File: config.mk
export PLATFORM = sky130hd
export DESIGN_NAME = register_map_engine
export DESIGN_NICKNAME = d
export VERILOG_FILES = /design/src/rtl/rme_pkg.sv /design/src/rtl/register_map_engine.sv
export SDC_FILE = /design/constraint.sdc
export NUM_CORES = 2
export LEC_CHECK = 0
export BUFFER_PORTS_ARGS = -buffer_cell sky130_fd_sc_hd__buf_2
export CAP_MARGIN = 20
export CORE_MARGIN = 2
export CORE_UTILIZATION = 57
export CTS_CLUSTER_DIAMETER = 50
export CTS_CLUSTER_SIZE = 14
export DETAILED_ROUTE_END_ITERATION = 12
export GPL_TIMING_DRIVEN = 0
export PLACE_DENSITY = 0.76
export SYNTH_ARGS = -nofsm -noshare
export SYNTH_HDL_FRONTEND = slang
export SYNTH_SLANG_ARGS = --single-unit
export TNS_END_PERCENT = 100
File: constraint.sdc
create_clock -name clk -period 5.5 [get_ports clk]
set_input_delay 0.825 -clock clk [delete_from_list [all_inputs] [get_ports clk]]
set_output_delay 0.825 -clock clk [all_outputs]
set_load 0.005 [all_outputs]
File: src/rtl/rme_pkg.sv
// ----------------------------------------------------------------------------
// rme_pkg
// Item types, action codes and status codes of the register map engine.
// ----------------------------------------------------------------------------
package rme_pkg;

	localparam logic [2:0] ACT_MAP      = 3'd0;
	localparam logic [2:0] ACT_RD_COIL  = 3'd1;
	localparam logic [2:0] ACT_WR_COIL  = 3'd2;
	localparam logic [2:0] ACT_WR_BITS  = 3'd3;
	localparam logic [2:0] ACT_RD_REGS  = 3'd4;
	localparam logic [2:0] ACT_WR_REG   = 3'd5;

	localparam logic [1:0] ST_OK        = 2'd0;
	localparam logic [1:0] ST_NOT_FOUND = 2'd1;
	localparam logic [1:0] ST_BAD_RUN   = 2'd2;
	localparam logic [1:0] ST_BAD_COUNT = 2'd3;

	localparam int COIL_BITS = 16;

	typedef struct packed {
		logic [2:0]  action;
		logic        space;
		logic [5:0]  slot;
		logic [15:0] address;
		logic [6:0]  count;
		logic [15:0] data_word;
		logic        last;
	} req_t;

	typedef struct packed {
		logic [1:0]  status;
		logic [15:0] read_value;
		logic        end_of_run;
	} rsp_t;

endpackage

File: src/rtl/register_map_engine.sv
// ----------------------------------------------------------------------------
// register_map_engine
// Sparse coil and holding-register map of a bus slave with run access.
// ----------------------------------------------------------------------------
// An item is taken in S_IDLE and decoded in S_DISPATCH before its table
// walk: a coil lookup walks one coil slot per cycle, a register run lookup
// probes slot by slot through the register memory read port and reads back
// the run end of each matching slot whose end lies in the table. A register
// read run then emits its results through S_RD_WAIT and S_RD_EMIT. Items
// that continue an open write run go from dispatch straight to S_STEP.
// The block accepts no item while one is in progress; the result register
// lets the next item in while a result waits to be taken.
module register_map_engine #(
	parameter int COIL_ENTRIES = 8,
	parameter int REG_ENTRIES  = 64,
	parameter int MAX_RUN      = 64
) (
	input  logic          clk,
	input  logic          arst_n,
	input  logic          req_valid,
	output logic          req_stall,
	input  rme_pkg::req_t req,
	output logic          rsp_valid,
	input  logic          rsp_stall,
	output rme_pkg::rsp_t rsp
);

	localparam int CI_W   = (COIL_ENTRIES > 1) ? $clog2(COIL_ENTRIES) : 1;
	localparam int RI_W   = (REG_ENTRIES > 1) ? $clog2(REG_ENTRIES) : 1;
	localparam int SW     = (CI_W > RI_W) ? CI_W : RI_W;
	localparam int EW     = ((SW > 7) ? SW : 7) + 1;
	localparam int PW_RAW = $clog2(REG_ENTRIES + COIL_ENTRIES + MAX_RUN + 1);
	localparam int PW     = (PW_RAW < 5) ? 5 : PW_RAW;

	typedef enum logic [3:0] {
		S_IDLE, S_DISPATCH, S_COIL_SCAN, S_REG_PROBE, S_REG_MATCH,
		S_REG_ENDW, S_REG_END, S_STEP, S_RD_WAIT, S_RD_EMIT, S_EMIT
	} state_t;

	state_t            state_q;
	rme_pkg::req_t     item_q;
	rme_pkg::rsp_t     rsp_q;
	logic              rsp_valid_q;
	logic [1:0]        res_st_q;
	logic [15:0]       res_val_q;
	logic [SW-1:0]     scan_q;
	logic              any_q;
	logic [6:0]        j_q;
	logic              run_valid_q;
	logic [PW-1:0]     pos_q;
	logic [6:0]        rem_q;

	logic [15:0]       coil_addr_q [COIL_ENTRIES];
	logic [COIL_ENTRIES-1:0] coil_val_q;

	logic [15:0]       addr_mem [REG_ENTRIES];
	logic [15:0]       val_mem  [REG_ENTRIES];
	logic [REG_ENTRIES-1:0] addr_vld_q;
	logic [REG_ENTRIES-1:0] val_vld_q;
	logic [RI_W-1:0]   rd_idx_q;
	logic [15:0]       rd_addr_q;
	logic [15:0]       rd_val_q;
	logic              rd_addr_vld_q;
	logic              rd_val_vld_q;

	logic [15:0]       rd_addr_eff;
	logic [15:0]       rd_val_eff;
	logic [15:0]       cmp_a;
	logic [16:0]       cmp_b;
	logic [16:0]       key_end;
	logic              match;
	logic              bad_count;
	logic [EW-1:0]     end_idx;
	logic              end_in;
	logic              scan_reg_last;
	logic              out_free;
	logic [4:0]        step_n;
	logic [6:0]        new_rem;
	logic [COIL_ENTRIES-1:0] bit_en;
	logic [COIL_ENTRIES-1:0] bit_val;
	logic              addr_we;
	logic              val_we;
	logic [RI_W-1:0]   mem_wa;

	assign req_stall = (state_q != S_IDLE);
	assign rsp_valid = rsp_valid_q;
	assign rsp       = rsp_q;
	assign out_free  = !rsp_valid_q || !rsp_stall;

	assign rd_addr_eff = rd_addr_vld_q ? rd_addr_q : 16'd0;
	assign rd_val_eff  = rd_val_vld_q ? rd_val_q : 16'd0;
	assign key_end     = {1'b0, item_q.address} + 17'(item_q.count) - 17'd1;
	assign bad_count   = (item_q.count == 7'd0) || (32'(item_q.count) > MAX_RUN);

	assign cmp_a = (state_q == S_COIL_SCAN) ? coil_addr_q[CI_W'(scan_q)] : rd_addr_eff;
	assign cmp_b = (state_q == S_REG_END) ? key_end : {1'b0, item_q.address};
	assign match = ({1'b0, cmp_a} == cmp_b);

	assign end_idx       = EW'(scan_q) + EW'(item_q.count) - EW'(1);
	assign end_in        = (32'(end_idx) < REG_ENTRIES);
	assign scan_reg_last = (scan_q == SW'(REG_ENTRIES - 1));

	always_comb begin
		step_n = 5'd1;
		if (item_q.action == rme_pkg::ACT_WR_BITS) begin
			step_n = (rem_q < 7'd16) ? rem_q[4:0] : 5'd16;
		end
		new_rem = (rem_q > 7'(step_n)) ? rem_q - 7'(step_n) : 7'd0;
	end

	always_comb begin
		logic [PW-1:0] off;
		for (int k = 0; k < COIL_ENTRIES; k++) begin
			off        = PW'(k) - pos_q;
			bit_en[k]  = (PW'(k) >= pos_q) && (off < PW'(step_n));
			bit_val[k] = item_q.data_word[off[3:0]];
		end
	end

	always_comb begin
		addr_we = 1'b0;
		val_we  = 1'b0;
		mem_wa  = RI_W'(item_q.slot);
		if (state_q == S_DISPATCH && item_q.action == rme_pkg::ACT_MAP && item_q.space &&
				32'(item_q.slot) < REG_ENTRIES) begin
			addr_we = 1'b1;
			val_we  = 1'b1;
		end
		if (state_q == S_STEP && item_q.action == rme_pkg::ACT_WR_REG &&
				32'(pos_q) < REG_ENTRIES) begin
			val_we = 1'b1;
			mem_wa = RI_W'(pos_q);
		end
	end

	always_ff @(posedge clk) begin
		if (addr_we) begin
			addr_mem[mem_wa] <= item_q.address;
		end
		if (val_we) begin
			val_mem[mem_wa] <= item_q.data_word;
		end
		rd_addr_q <= addr_mem[rd_idx_q];
		rd_val_q  <= val_mem[rd_idx_q];
	end

	always_ff @(posedge clk or negedge arst_n) begin
		if (!arst_n) begin
			addr_vld_q    <= '0;
			val_vld_q     <= '0;
			rd_addr_vld_q <= 1'b0;
			rd_val_vld_q  <= 1'b0;
		end else begin
			if (addr_we) begin
				addr_vld_q[mem_wa] <= 1'b1;
			end
			if (val_we) begin
				val_vld_q[mem_wa] <= 1'b1;
			end
			rd_addr_vld_q <= addr_vld_q[rd_idx_q];
			rd_val_vld_q  <= val_vld_q[rd_idx_q];
		end
	end

	always_ff @(posedge clk or negedge arst_n) begin
		if (!arst_n) begin
			state_q     <= S_IDLE;
			rsp_valid_q <= 1'b0;
			run_valid_q <= 1'b0;
			pos_q       <= '0;
			rem_q       <= '0;
			coil_addr_q <= '{default: '0};
			coil_val_q  <= '0;
			item_q      <= '0;
			rsp_q       <= '0;
			res_st_q    <= rme_pkg::ST_OK;
			res_val_q   <= '0;
			scan_q      <= '0;
			any_q       <= 1'b0;
			j_q         <= '0;
			rd_idx_q    <= '0;
		end else begin
			if (rsp_valid_q && !rsp_stall && state_q != S_EMIT && state_q != S_RD_EMIT) begin
				rsp_valid_q <= 1'b0;
			end
			case (state_q)
				S_IDLE: begin
					if (req_valid) begin
						item_q  <= req;
						state_q <= S_DISPATCH;
					end
				end
				S_DISPATCH: begin
					scan_q    <= '0;
					any_q     <= 1'b0;
					rd_idx_q  <= '0;
					res_val_q <= '0;
					res_st_q  <= rme_pkg::ST_OK;
					state_q   <= S_EMIT;
					case (item_q.action)
						rme_pkg::ACT_MAP: begin
							if (!item_q.space) begin
								if (32'(item_q.slot) < COIL_ENTRIES) begin
									coil_addr_q[CI_W'(item_q.slot)] <= item_q.address;
									coil_val_q[CI_W'(item_q.slot)]  <= item_q.data_word[0];
								end else begin
									res_st_q <= rme_pkg::ST_BAD_RUN;
								end
							end else if (32'(item_q.slot) >= REG_ENTRIES) begin
								res_st_q <= rme_pkg::ST_BAD_RUN;
							end
						end
						rme_pkg::ACT_RD_COIL, rme_pkg::ACT_WR_COIL: begin
							state_q <= S_COIL_SCAN;
						end
						rme_pkg::ACT_WR_BITS: begin
							if (run_valid_q) begin
								state_q <= S_STEP;
							end else if (bad_count) begin
								res_st_q <= rme_pkg::ST_BAD_COUNT;
							end else begin
								state_q <= S_COIL_SCAN;
							end
						end
						rme_pkg::ACT_RD_REGS: begin
							if (bad_count) begin
								res_st_q <= rme_pkg::ST_BAD_COUNT;
							end else begin
								state_q <= S_REG_PROBE;
							end
						end
						rme_pkg::ACT_WR_REG: begin
							if (run_valid_q) begin
								state_q <= S_STEP;
							end else if (bad_count) begin
								res_st_q <= rme_pkg::ST_BAD_COUNT;
							end else begin
								state_q <= S_REG_PROBE;
							end
						end
						default: begin
							state_q <= S_EMIT;
						end
					endcase
				end
				S_COIL_SCAN: begin
					if (match) begin
						case (item_q.action)
							rme_pkg::ACT_RD_COIL: begin
								res_val_q <= 16'(coil_val_q[CI_W'(scan_q)]);
								state_q   <= S_EMIT;
							end
							rme_pkg::ACT_WR_COIL: begin
								coil_val_q[CI_W'(scan_q)] <= (item_q.data_word != 16'd0);
								state_q <= S_EMIT;
							end
							default: begin
								pos_q   <= PW'(scan_q);
								rem_q   <= item_q.count;
								state_q <= S_STEP;
							end
						endcase
					end else if (scan_q == SW'(COIL_ENTRIES - 1)) begin
						res_st_q <= rme_pkg::ST_NOT_FOUND;
						state_q  <= S_EMIT;
					end else begin
						scan_q <= scan_q + 1'b1;
					end
				end
				S_REG_PROBE: begin
					state_q <= S_REG_MATCH;
				end
				S_REG_MATCH: begin
					if (match) begin
						any_q <= 1'b1;
					end
					if (match && end_in) begin
						rd_idx_q <= RI_W'(end_idx);
						state_q  <= S_REG_ENDW;
					end else if (scan_reg_last) begin
						res_st_q <= (any_q || match) ? rme_pkg::ST_BAD_RUN
							: rme_pkg::ST_NOT_FOUND;
						state_q  <= S_EMIT;
					end else begin
						scan_q   <= scan_q + 1'b1;
						rd_idx_q <= RI_W'(scan_q + 1'b1);
						state_q  <= S_REG_PROBE;
					end
				end
				S_REG_ENDW: begin
					state_q <= S_REG_END;
				end
				S_REG_END: begin
					if (match) begin
						if (item_q.action == rme_pkg::ACT_RD_REGS) begin
							j_q      <= '0;
							rd_idx_q <= RI_W'(scan_q);
							state_q  <= S_RD_WAIT;
						end else begin
							pos_q   <= PW'(scan_q);
							rem_q   <= item_q.count;
							state_q <= S_STEP;
						end
					end else if (scan_reg_last) begin
						res_st_q <= rme_pkg::ST_BAD_RUN;
						state_q  <= S_EMIT;
					end else begin
						scan_q   <= scan_q + 1'b1;
						rd_idx_q <= RI_W'(scan_q + 1'b1);
						state_q  <= S_REG_PROBE;
					end
				end
				S_STEP: begin
					if (item_q.action == rme_pkg::ACT_WR_BITS) begin
						for (int k = 0; k < COIL_ENTRIES; k++) begin
							if (bit_en[k]) begin
								coil_val_q[k] <= bit_val[k];
							end
						end
					end
					if (new_rem != 7'd0 && !item_q.last) begin
						run_valid_q <= 1'b1;
						pos_q       <= pos_q + PW'(step_n);
						rem_q       <= new_rem;
					end else begin
						run_valid_q <= 1'b0;
						pos_q       <= '0;
						rem_q       <= '0;
					end
					res_st_q <= rme_pkg::ST_OK;
					state_q  <= S_EMIT;
				end
				S_RD_WAIT: begin
					state_q <= S_RD_EMIT;
				end
				S_RD_EMIT: begin
					if (out_free) begin
						rsp_valid_q      <= 1'b1;
						rsp_q.status     <= rme_pkg::ST_OK;
						rsp_q.read_value <= rd_val_eff;
						rsp_q.end_of_run <= (j_q + 7'd1 == item_q.count);
						if (j_q + 7'd1 == item_q.count) begin
							state_q <= S_IDLE;
						end else begin
							j_q      <= j_q + 7'd1;
							rd_idx_q <= rd_idx_q + 1'b1;
							state_q  <= S_RD_WAIT;
						end
					end
				end
				S_EMIT: begin
					if (out_free) begin
						rsp_valid_q      <= 1'b1;
						rsp_q.status     <= res_st_q;
						rsp_q.read_value <= res_val_q;
						rsp_q.end_of_run <= 1'b1;
						state_q          <= S_IDLE;
					end
				end
				default: begin
					state_q <= S_IDLE;
				end
			endcase
		end
	end

endmodule

== After elaboration in Yosys (flattened, before gate mapping) ==
Memory sizes are Yosys's and may differ from the RTL's. A register that Yosys moved wholly into a read port is not among the register bits.
Cells that the tools add are included.

* Memories kept: 2
* Input port bits: 54
* Register bits: 394
* Output and inout bits: 21
* Word-level logic and storage cells: 360
* RAM bits: 2048

{| class="wikitable"
|+ Memory list
! memory !! words !! width !! read ports !! clocked after memory_dff !! wr ports !! line !! RTL
|-
| addr_mem || 64 || 16 || 1 || 1 || 1 || register_map_engine.sv:56 || <nowiki>logic [15:0] addr_mem [REG_ENTRIES];</nowiki>
|-
| val_mem || 64 || 16 || 1 || 1 || 1 || register_map_engine.sv:57 || <nowiki>logic [15:0] val_mem [REG_ENTRIES];</nowiki>
|}

* Add/subtract/negate cells: 17
* Reductions and logical operators: 64
* Multiplexer cells: 137
* Order comparisons: 40
* Bitwise gates (word level): 5
* Equal/unequal tests: 54

{| class="wikitable"
|+ Operators by type and width
! cell !! number
|-
| $bwmux W128 || 1
|-
| $mux W16 || 8
|-
| $or A64 B64 Y64 || 2
|-
| $mux W8 || 11
|-
| $mux W6 || 12
|-
| $mux W7 || 10
|-
| $lt A8 B5 Y1 || 8
|-
| $reduce_and A8 Y1 || 8
|-
| $mux W4 || 15
|-
| $bmux W16 S3 || 1
|-
| $demux W16 S3 || 1
|-
| $ne A2 B2 Y1 const B || 24
|-
| $pmux W6 S4 || 2
|-
| $pmux W8 S3 || 2
|-
| $pmux W4 S11 || 1
|-
| $lt A4 B5 Y1 const B || 8
|-
| $mux W19 || 2
|-
| $pmux W19 S2 || 1
|-
| $mux W1 || 33
|-
| $bmux W1 S4 || 8
|-
| $ge A3 B8 Y1 const A || 4
|-
| $pmux W16 S2 || 1
|-
| $sub A3 B8 Y8 const A || 4
|-
| $mux W2 || 11
|-
| other kinds (70) || 139
|}

== Logic depth before layout (Yosys ltp) ==
* Word-level depth: 11
* Depth in mapped cells: 18
* Mapped depth without buffers: 16

== Worst setup path after synthesis ==
Ideal clock, no wire load.

* Kind: register -> register
* Start point: register item_q[25] (netlist bit)
* End point: register pos_q[0]
* Setup time: 0.127 ns
* Path buffers: 1
* Data arrival time: 5.120 ns
* Cell stages (with the launch flop): 17
* Required time: 5.373 ns
* Setup slack: 0.253 ns
* Clock period less this slack: 5.247 ns
* Cell sequence: dfrtp_1 clkinv_1 ha_1 inv_1 ha_1 fa_1 a21oi_1 o221ai_1 a211oi_1 nor3_1 xnor2_1 a2111oi_0 nand4_1 o31a_1 a21oi_4 buf_6 mux2_1

* Word-level cells in the longest chain between the ends: 6
* Elaborated cells between the ends (all ways): 7
* Those cells by class: add/sub: 2; eq/ne: 3; mux: 1; reduce/logical: 1

{| class="wikitable"
|+ Ends and longest elaborated chain
! what !! line !! RTL
|-
| start: declaration || register_map_engine.sv:41 || <nowiki>rme_pkg::req_t item_q;</nowiki>
|-
| start signal: assignment || register_map_engine.sv:189 || <nowiki>item_q <= req;</nowiki>
|-
| $add A16 B7 Y17 || register_map_engine.sv:92 || <nowiki>assign key_end = {1'b0, item_q.address} + 17'(item_q.count) - 17'd1;</nowiki>
|-
| $sub A17 B1 Y17 || register_map_engine.sv:92 ||
|-
| $mux W17 * || register_map_engine.sv:96 || <nowiki>assign cmp_b = (state_q == S_REG_END) ? key_end : {1'b0, item_q.address};</nowiki>
|-
| $eq A16 B17 Y1 * || register_map_engine.sv:97 || <nowiki>assign match = ({1'b0, cmp_a} == cmp_b);</nowiki>
|-
| $ne A2 B2 Y1 (no line) || -- ||
|-
| $reduce_and A5 Y1 (no line) * || -- ||
|-
| end signal: assignment || register_map_engine.sv:258 || <nowiki>pos_q <= PW'(scan_q);</nowiki>
|-
| end signal: assignment || register_map_engine.sv:300 || <nowiki>pos_q <= PW'(scan_q);</nowiki>
|-
| end signal: assignment || register_map_engine.sv:323 || <nowiki>pos_q <= pos_q + PW'(step_n);</nowiki>
|-
| end: declaration || register_map_engine.sv:50 || <nowiki>logic [PW-1:0] pos_q;</nowiki>
|}

Mark *: on every way between the ends. The rest lies on a longest branch, timed or not.
A chain may end at the register's enable or synchronous reset.

== Final worst setup path ==
* Start point: register scan_q[0]
* End point: register pos_q[0]

* Word-level cells in the longest chain between the ends: 8
* Elaborated cells between the ends (all ways): 14
* Those cells by class: eq/ne: 3; mux: 9; bitwise: 1; reduce/logical: 1

{| class="wikitable"
|+ Ends and longest elaborated chain
! what !! line !! RTL
|-
| start: declaration || register_map_engine.sv:46 || <nowiki>logic [SW-1:0] scan_q;</nowiki>
|-
| start signal: assignment || register_map_engine.sv:267 || <nowiki>scan_q <= scan_q + 1'b1;</nowiki>
|-
| start signal: assignment || register_map_engine.sv:285 || <nowiki>scan_q <= scan_q + 1'b1;</nowiki>
|-
| start signal: assignment || register_map_engine.sv:308 || <nowiki>scan_q <= scan_q + 1'b1;</nowiki>
|-
| $not A3 Y4 (implied by the code) || register_map_engine.sv:95 || <nowiki>assign cmp_a = (state_q == S_COIL_SCAN) ? coil_addr_q[CI_W'(scan_q)] : rd_addr_eff;</nowiki>
|-
| $bmux W16 S3 || register_map_engine.sv:95 ||
|-
| $mux W16 (implied by the code) (2 in series) || register_map_engine.sv:95 ||
|-
| $mux W16 || register_map_engine.sv:95 ||
|-
| $eq A16 B17 Y1 || register_map_engine.sv:97 ||
|-
| $ne A2 B2 Y1 (no line) || -- ||
|-
| $reduce_and A5 Y1 (no line) || -- ||
|}

Several ways; a longest one is shown, not always the timed one. The select of a mux whose other input is x is not followed.

==> metrics.txt <==
DIE WIDTH 423 um; DRC errors left 0; most common cell in the synthesized netlist edfxtp_1; Root Driver clkbuf_16; XOR/XNOR Fraction of Synth Area 0.583%; post-synth top area cell edfxtp_1; startpoint types flip-flop; Synth async-reset ratio 15.4%; Synth Net Count 5312; H-tree depth 4; Post-DRT Antenna Nets 0; clock slew at reported path FFs 0.06 ns; fin crit period 5.19 ns; worst path required time 6.21 ns; Compound-Gate Fraction of Synth Area 3.01%; vias post-DR 55400; final period utilization 94.4%; Pwr Density 493 nW/um2; simple-gate share of the synthesized area 3.98%; GRT Util Overall 31.1%; Main synth FF type edfxtp_1; clk buf depth 3; largest net degree at the start of global routing 125; crit path cell chain buf_4 -> buf_4 -> buf_2 -> nand2_1 -> nor2_1 -> a221oi_1 -> a31oi_1 -> xnor2_1 -> nor4_1 -> nand4_1 -> buf_4 -> o31a_1 -> a21oi_4 -> buf_6 -> mux2_1; clock sinks 2459; hpwl dp 185 mm; WP data arrival 5.90 ns; Cell Count, Final, Fillers Out 8143; post-synth top area share 61.5%; drt first-iter violations 8315; CP most frequent cell buf_4; share of the yosys chip area belonging to registers 71.7%; synth-to-layout area growth 13.5%; clk_skew 0.0595 ns; via count of the first global-routing pass 55700; synth top area cells edfxtp_1, mux4_2, dfrtp_1; Crit Path Max Fanout 10; outcome finished, final reports clean; Max Slew Vio Count 0; largest family of logic cells by synthesized area multiplexers; Fill cells 11000; kind of cell adding the most delay to the critical path simple AND/OR/NAND/NOR gates; first-pass GRT wire length 397 mm; Highest Clock Rate 193 MHz; Hold WC Path Type input port to flip-flop; Cell Area, Synth 99900 um2; Worst-Skew Late Latency 0.87 ns; PortBufs 74; Ports 75; cell row count 153; crit-path max cell delay 0.68 ns; RSZ-0062 raised after global routing no; Initial Util 57.4%; Synth Instances 5167; critical path's slowest cell nor2_1; Setup-failing EPs final 0; Pleak 37.8 nW; VDD IR max 338 uV; final wirelength 277 mm; number of enable flip-flop cells after synthesis 2048; crit end category flip-flop; Synth top cells by count edfxtp_1, mux4_2, dfrtp_1; total gr overflow 0; Setup TNS 0 ns; CTS Buf Count 211; worst slew pin tran 1.17 ns; Bufs and invs on worst path 5; Via density 6.80; Core Region 174000 um2; initial antenna violation count 19; max cap viols 0; critical path class flip-flop to flip-flop; mux cell area share after synthesis 18.1%; layout cell share with drive strength beyond 1 29.2%; Final Net Count 5800; Die Y 423 um; Synth Register Bits 2459; 1st-pass router iterations 6; Placed Instances 7743; routability cong. 0.946; Rel. slew slack 21.8%; drt wl/cell 34.0 um; CTS tree done; yosys warns 0; final hold vios 0; final core utilization 65.2%; Post-Syn Area per Cell 19.3 um2; Adder-Cell Fraction of Synth Area 1.18%; die area 179000 um2; library cells used by synthesis 91; Power Total 0.0559 W
## power breakdown
part / internal [W] / switching, W / total, W / leakage [nW]
Sequential: 0.0231 / 0.00103 / 0.0242 / 23.8
Combinational: 0.00693 / 0.0105 / 0.0174 / 10.9
Clock: 0.00757 / 0.00680 / 0.0144 / 3.10
Total: 0.0376 / 0.0183 / 0.0559 / 37.8
## cell families (layout without fill, tap and decap cells)
| kind of cell | after synthesis | after routing |
|---|---|---|
| DFF | 2459 | 2459 |
| muxes | 867 | 867 |
| and+or+nand+nor | 834 | 834 |
| AOI/OAI and AO/OA | 482 | 482 |
| buffers and inverters | 369 | 1013 |
| adders and majority gates | 91 | 91 |
| xor gates and xnor gates | 65 | 65 |
| other | 0 | 7 |
## placed cells by master, fill, tap and decap left out, drive strengths merged, types with 8 or more instances in the layout
cell type	instances
a221o	8
nor3	37
inv	107
buf	360
o22ai	16
a31oi	17
nand4	12
a22oi	10
dfxtp	32
nor2	208
dfrtp	379
o21ai	217
xor2	15
o31ai	22
clkinv	35
nand2	280
o211ai	14
nand3	60
and2	8
a21o	23
and3	19
nor2b	23
mux2i	42
nand2b	12
clkbuf	501
mux4	748
mux2	77
o221ai	10
nor4	14
xnor2	49
ha	86
edfxtp	2048
a21oi	74
or2	129
## layout make-up
cell class                      instances  area [um2]  area share, %
Antenna cell                            7        17.5         0.0154
Buffer                                271        1080          0.955
Clock buffer                          316        5790           5.10
Clock inverter                         53         662          0.583
Inverter                               98         372          0.327
Multi-Input combinational cell       2339       27200           24.0
Sequential cell                      2459       71700           63.2
Tap cell                             2325        2910           2.56
Timing Repair Buffer                  275        3770           3.32
## state kept, by name (all words and copies together), names as in the netlist, 2 cells and up
signal	flops
val_vld_q	64
scan_q	6
addr_mem	1024
rd_idx_q	6
rd_val_q	16
rsp	19
val_mem	1024
item_q	50
addr_vld_q	64
coil_addr_q	128
coil_val_q	8
pos_q	8
j_q	7
rem_q	7
rd_addr_q	16
res_st_q	2
state_q	4
## metrics by stage
step / hold WS [ns] / worst slack [ns] / area, um2
after floorplan: 0.417 / 0.253 / 99900
after global routing: 0.192 / 0.0997 / 113000
after global placement: 0.431 / -4.03 / 103000
after CTS: 0.167 / 0.0540 / 113000
final: 0.210 / 0.306 / 113000
after detailed placement: 0.432 / -0.112 / 107000
## path summary, 6_finish.rpt
path                              start              end  slack [ns]  cells past startpoint
min reg2reg                rd_val_q[14]          rsp[15]        0.44                      2
max                           scan_q[0]         pos_q[0]        0.31                     15
max in group asynchronous        arst_n   addr_vld_q[32]        3.28                      4
min in group asynchronous        arst_n  coil_addr_q[12]        0.54                      2
max reg2reg                   scan_q[0]         pos_q[0]        0.31                     15
min                             req[34]       item_q[34]        0.21                      2
## metal layers
| metal | wire length (um) | vias up | GRT usage [%] |
|---|---|---|---|
| met2 | 136000 | 3876 | 50.3 |
| met1 | 98900 | 28900 | 41.8 |
| met5 | 92 | - | 0 |
| met3 | 29700 | 691 | 6.86 |
| li1 | - | 21900 | - |
| met4 | 11900 | 14 | 12.1 |
## timing repair
| action | CTS | global route |
|---|---|---|
| hold buffers | 1 | 0 |
| gates cloned | 0 | 0 |
| buffers inserted | 0 | 2 |
| resized for setup | 1 | 6 |
| hold endpoints to repair | 78 | 0 |
| setup endpoints to repair | 6 | 42 |
| pin swaps | 0 | 1 |
Power figures use the tool's default switching activity.
